===== config.mk =====
export PLATFORM = sky130hd
export DESIGN_NAME = sas_finish
export DESIGN_NICKNAME = d
export VERILOG_FILES = /design/src/hdl/sas_pkg.sv /design/src/hdl/sas_finish.sv
export SDC_FILE = /design/constraint.sdc
export NUM_CORES = 1
export LEC_CHECK = 0
export CORE_AREA = 2 2 116 118
export DETAILED_ROUTE_END_ITERATION = 10
export DIE_AREA = 0 0 118 120
export DONT_BUFFER_PORTS = 1
export SYNTH_ARGS = -nofsm -noshare
export SYNTH_HDL_FRONTEND = slang
export SYNTH_SLANG_ARGS = --single-unit
export TNS_END_PERCENT = 30

===== constraint.sdc =====
create_clock -name vclk -period 3.7
set_input_delay 0 -clock vclk [all_inputs]
set_output_delay 0 -clock vclk [all_outputs]
set_load 0.01 [all_outputs]

===== src/hdl/sas_pkg.sv =====
// Shared types, widths and constants of the sprite animation stepper.
// No dependencies; every other file refers to it by scoped names.
package sas_pkg;

    // Field widths
    localparam int FC_W       = 8;
    localparam int MS_W       = 16;
    localparam int MODE_W     = 6;
    localparam int LEVEL_W    = 16;
    localparam int ANGLE_W    = 32;
    localparam int START_W    = 16;
    localparam int TURN_W     = 16;
    localparam int ACC_W      = 32;
    localparam int FRAME_O_W  = 8;
    localparam int CFG_IDX_W  = 3;
    localparam int CFG_DATA_W = 64;

    // Finish angle ranges held in the finish_ranges register
    localparam int NUM_FINISH_RANGES = 2;
    localparam int RANGE_STRIDE      = 32;
    localparam int RANGE_W           = 16;

    // Register indexes on the configuration channel
    typedef enum logic [CFG_IDX_W-1:0] {
        CFG_FRAME_COUNT   = 3'd0,
        CFG_FRAME_PERIOD  = 3'd1,
        CFG_MODE_FLAGS    = 3'd2,
        CFG_FADE_RATE     = 3'd3,
        CFG_FADE_LEVELS   = 3'd4,
        CFG_SPIN_RATE     = 3'd5,
        CFG_MIN_TURNS     = 3'd6,
        CFG_FINISH_RANGES = 3'd7
    } t_cfg_idx;

    typedef enum logic {
        FUNC_START = 1'b0,
        FUNC_TICK  = 1'b1
    } t_func;

    // mode_flags bit positions
    localparam int MODE_FRAME_LOOP  = 0;
    localparam int MODE_FADE_EN     = 1;
    localparam int MODE_FADE_LOOP   = 2;
    localparam int MODE_ROT_EN      = 3;
    localparam int MODE_ROT_LOOP    = 4;
    localparam int MODE_GLOBAL_LOOP = 5;

    // One full turn in 1/64 degree
    localparam int TURN_UNITS = 23040;

    // x / 1000 = (x * RECIP_1000) >> 41, exact for any 32-bit x
    localparam int             DIV_W        = 23;
    localparam logic [31:0]    RECIP_1000   = 32'd2199023256;
    localparam int             RECIP_1000_SH = 41;

    // x / 23040 = ((x >> 9) / 45); /45 by reciprocal
    localparam int             TURN_SHIFT     = 9;
    localparam logic [22:0]    RECIP_45_T     = 23'd5965233;
    localparam int             RECIP_45_T_SH  = 28;
    localparam logic [23:0]    RECIP_45_M     = 24'd11930465;
    localparam int             RECIP_45_M_SH  = 29;
    localparam int             QM_W           = 18;
    localparam int             REM_W          = 15;
    // Smallest angle difference that gives 65536 turns
    localparam logic [32:0]    TURN_CLAMP     = 33'd1509949440;

    typedef struct packed {
        logic [FC_W-1:0]       frame_count;
        logic [MS_W-1:0]       frame_period_ms;
        logic [MODE_W-1:0]     mode_flags;
        logic [MS_W-1:0]       fade_rate;
        logic [31:0]           fade_levels;
        logic [MS_W-1:0]       spin_rate;
        logic [TURN_W-1:0]     min_turns;
        logic [CFG_DATA_W-1:0] finish_ranges;
    } t_cfg;

    localparam t_cfg CFG_RST = '{
        frame_count:     8'd1,
        frame_period_ms: 16'd100,
        mode_flags:      '0,
        fade_rate:       '0,
        fade_levels:     '0,
        spin_rate:       '0,
        min_turns:       '0,
        finish_ranges:   '0
    };

    // Status of one item as it enters the finish test
    typedef struct packed {
        logic [ACC_W-1:0]   accum;
        logic [LEVEL_W-1:0] vis;
        logic [TURN_W-1:0]  turns;
        logic [ANGLE_W-1:0] aabs;
        logic [QM_W-1:0]    qm;
    } t_fin_in;

endpackage


===== src/hdl/sas_finish.sv =====
// Finish test of the sprite animation stepper: angle remainder, range match, loop, fade and frame checks.
// Depends on sas_pkg (t_cfg, t_fin_in, constants).
module sas_finish #(
    parameter int FRAME_BITS = 8
) (
    input  sas_pkg::t_cfg            i_cfg,
    input  logic [FRAME_BITS-1:0]    i_frame,
    input  sas_pkg::t_fin_in         i_st,
    output logic                     o_finished
);

    localparam int CW = ((FRAME_BITS > sas_pkg::FC_W) ? FRAME_BITS : sas_pkg::FC_W) + 1;

    logic [sas_pkg::ANGLE_W-1:0] w_rem_full;
    logic [sas_pkg::REM_W-1:0]   w_rem;
    logic                        w_hit;
    logic                        w_loop_any;
    logic                        w_fade_ok;
    logic                        w_rot_ok;
    logic                        w_frame_ok;

    // qm is the registered quotient, so this is only a constant scale and subtract
    assign w_rem_full = i_st.aabs
                      - (32'(i_st.qm) * 32'(sas_pkg::TURN_UNITS));
    assign w_rem      = w_rem_full[sas_pkg::REM_W-1:0];

    always_comb begin
        w_hit = 1'b0;
        for (int k = 0; k < sas_pkg::NUM_FINISH_RANGES; k++) begin
            if ((16'(w_rem) >= i_cfg.finish_ranges[sas_pkg::RANGE_STRIDE*k +: sas_pkg::RANGE_W])
                && (16'(w_rem) <= i_cfg.finish_ranges[sas_pkg::RANGE_STRIDE*k
                                   + sas_pkg::RANGE_W +: sas_pkg::RANGE_W])) begin
                w_hit = 1'b1;
            end
        end
    end

    assign w_loop_any = i_cfg.mode_flags[sas_pkg::MODE_FRAME_LOOP]
                      | i_cfg.mode_flags[sas_pkg::MODE_FADE_LOOP]
                      | i_cfg.mode_flags[sas_pkg::MODE_ROT_LOOP]
                      | i_cfg.mode_flags[sas_pkg::MODE_GLOBAL_LOOP];

    assign w_fade_ok = !i_cfg.mode_flags[sas_pkg::MODE_FADE_EN]
                     || (i_st.vis <= i_cfg.fade_levels[sas_pkg::LEVEL_W-1:0]);

    assign w_rot_ok  = !i_cfg.mode_flags[sas_pkg::MODE_ROT_EN]
                     || ((i_st.turns > i_cfg.min_turns) && w_hit);

    always_comb begin
        if (i_cfg.frame_count == 8'd1) begin
            w_frame_ok = (i_st.accum >= 32'(i_cfg.frame_period_ms));
        end else if (i_cfg.frame_count == 8'd0) begin
            w_frame_ok = 1'b1;
        end else begin
            w_frame_ok = (CW'(i_frame) >= (CW'(i_cfg.frame_count) - CW'(1)));
        end
    end

    assign o_finished = !w_loop_any && w_fade_ok && w_rot_ok && w_frame_ok;

endmodule


==> flow_summary.yaml <==
hold_path:
  worstHoldEndpoint: "o_finished"
  min_from: "i_cfg[149]"
  hp-class: "in -> out"
  whs_path_depth: 4
final_layout:
  nets: 903
  drive_gt1_frac: 0.0550
  fin_cells: 650
  seq_area_um2: 0
  fillCellCount: 1433
  layout_common_cells: "ha_1 (124), inv_1 (120), a21oi_1 (37)"
  final_common_cell: "ha_1"
  syn_to_final_growth_pct: 11.2
  seq_cells: 0
  clkbuf_count: 0
timing:
  holdWs_ps: 365
  fmax_ghz: 0.285
  hold_viol: 0
  min_period_ps: 3510
  slew_violations: 0
  setup_violations: 0
  relSlewSlack: 0.710
  worst_pin_slew_ps: 432
  tns_ps: 0
  finalCritPeriodShare: 0.948
die:
  die_area_um2: 14200
  io-pin-count: 297
  die_h_um: 120
  core_um2: 13000
  core.rowCount: 42
  die_w_um: 118
  start_util: 0.266
global_routing:
  grt_pass1_wl_mm: 16.2
  first_global_vias: 3459
  globalRouteTotalUtil: 0.139
  grt_overflow_total: 0
  grt_max_degree: 6
  antenna_found_initial: 2
worst_setup_path:
  crit_start: "i_st[2]"
  critical_path_class: "in -> out"
  required_ps: 3700
  cp-end-kind: "output pin"
  critPathLaunchType: "input port"
  crit_fanout: 2
  arrival_ps: 3510
synthesis:
  seq_area_frac_synth: 0
  syn_area_um2: 3450
  yosysUniqueCellTypes: 43
  synthCells: 466
  synthAdderAreaFrac: 0.483
  synth_xor_area_frac: 0.0431
  synth_compound_area_frac: 0.186
  yosysWarnings: 0
  syn_area_per_cell_um2: 7.41
  synth_top_family_by_area: "adder cells"
  synth_mux_area_frac: 0.00290
  synthesis.nets: 894
  synth-simple-area-share: 0.151
routing:
  routedWlPerCell_um: 15.7
  drt-total-wl_mm: 10.2
  viasPerCell: 4.93
  num_vias: 3204
  drtIter0Drc: 50
  drc: 0
  antenna_left: 0
  dr.pass1.iters: 6
run_status:
  status: "completed"
placed_design:
  dp_hpwl_mm: 9.75
  placedCellCount: 646
  place_congestion: 0.799
  io_buffers: 0
pwr:
  total_power_mw: 0.798
  power.density_nw_per_um2: 208
  p_leak_nw: 2.15
  max-vdd-ir-drop_mv: 0.100
job:
  maxCapViolations: 0
-- cells in the mapped netlist (all sizes together) (3+ instances only) --
master | number | area share
inv | 122 | 0.13
xor2 | 5 | 0.013
ha | 130 | 0.47
nor3 | 5 | 0.0072
nor2 | 14 | 0.015
o2111ai | 3 | 0.0076
a21o | 13 | 0.028
nand4 | 16 | 0.029
a211oi | 7 | 0.015
o21a | 3 | 0.0065
o21bai | 4 | 0.0087
nor4 | 7 | 0.013
o21ai | 18 | 0.026
o211ai | 3 | 0.0065
nor2b | 3 | 0.0054
a21oi | 40 | 0.058
nand2b | 5 | 0.0091
nor3b | 3 | 0.0065
xnor2 | 12 | 0.030
nand3 | 14 | 0.020
nand2 | 14 | 0.020
-- layer usage --
metal,GRT usage,vias up,wire length (um)
met1,0.154,1416,4080
met5,0,-,7
met4,0,2,0
met2,0.278,134,5330
met3,0.0375,2,812
li1,-,1650,-
-- worst max path at each step --
| stage | endpoint | slack, ps | cells past startpoint |
|---|---|---|---|
| CTS | o_finished | 20 | 19 |
| finish | o_finished | 190 | 19 |
| global placement | o_finished | -110 | 19 |
| detailed placement | o_finished | -120 | 19 |
| global route | o_finished | -40 | 19 |
| floorplan | o_finished | 300 | 17 |
-- area by class of cell --
type                       count  area [um2]  area share
antenna                        1        2.50    0.000652
tap                          176         220      0.0574
inverter                     123         462       0.120
multi-input combinational    343        3100       0.808
timing repair buffer           7        52.6      0.0137
-- cell families (layout without fill, tap and decap cells) --
group,after synthesis,in the layout
AOI/OAI and AO/OA,102,102
xor gates and xnor gates,17,17
adders and majority gates,132,132
buffers and inverters,123,130
muxes,1,1
other,0,1
and+or+nand+nor,91,91
-- power breakdown --
group | internal [mW] | switching, mW
Clock | 0.0000000361 | 0
Sequential | 0 | 0
Combinational | 0.401 | 0.398
-- critical path: stages --
cell      delay [ps]
ha_4             220
ha_4             260
inv_2             30
fa_1             470
inv_1             50
ha_2             170
xor2_1           140
xnor2_1          140
xnor2_1          290
xnor2_2          180
buf_4            160
ha_4             190
a21oi_2          120
o21bai_1         110
nor4_2           340
nor3b_2           90
o22ai_2          170
nor4b_4          220
buf_4            160
-- through the flow --
| step | setup slack, ps | utilization | area, um2 |
|---|---|---|---|
| 3_5_place_dp | -121 | 0.285 | 3700 |
| 6_report | 191 | 0.296 | 3840 |
| 3_3_place_gp | -109 | 0.285 | 3700 |
| 4_1_cts | 19.5 | 0.289 | 3740 |
| 2_1_floorplan | 305 | - | 3450 |
| 5_1_grt | -44.6 | 0.296 | 3840 |
-- timing repair --
action,4_1_cts,5_1_grt
gates resized for setup,5,12
pin swaps,5,12
hold buffers,0,0
buffers inserted,1,2
endpoints found under the setup margin,1,1
Note: power is estimated with default switching activity, not from simulation.
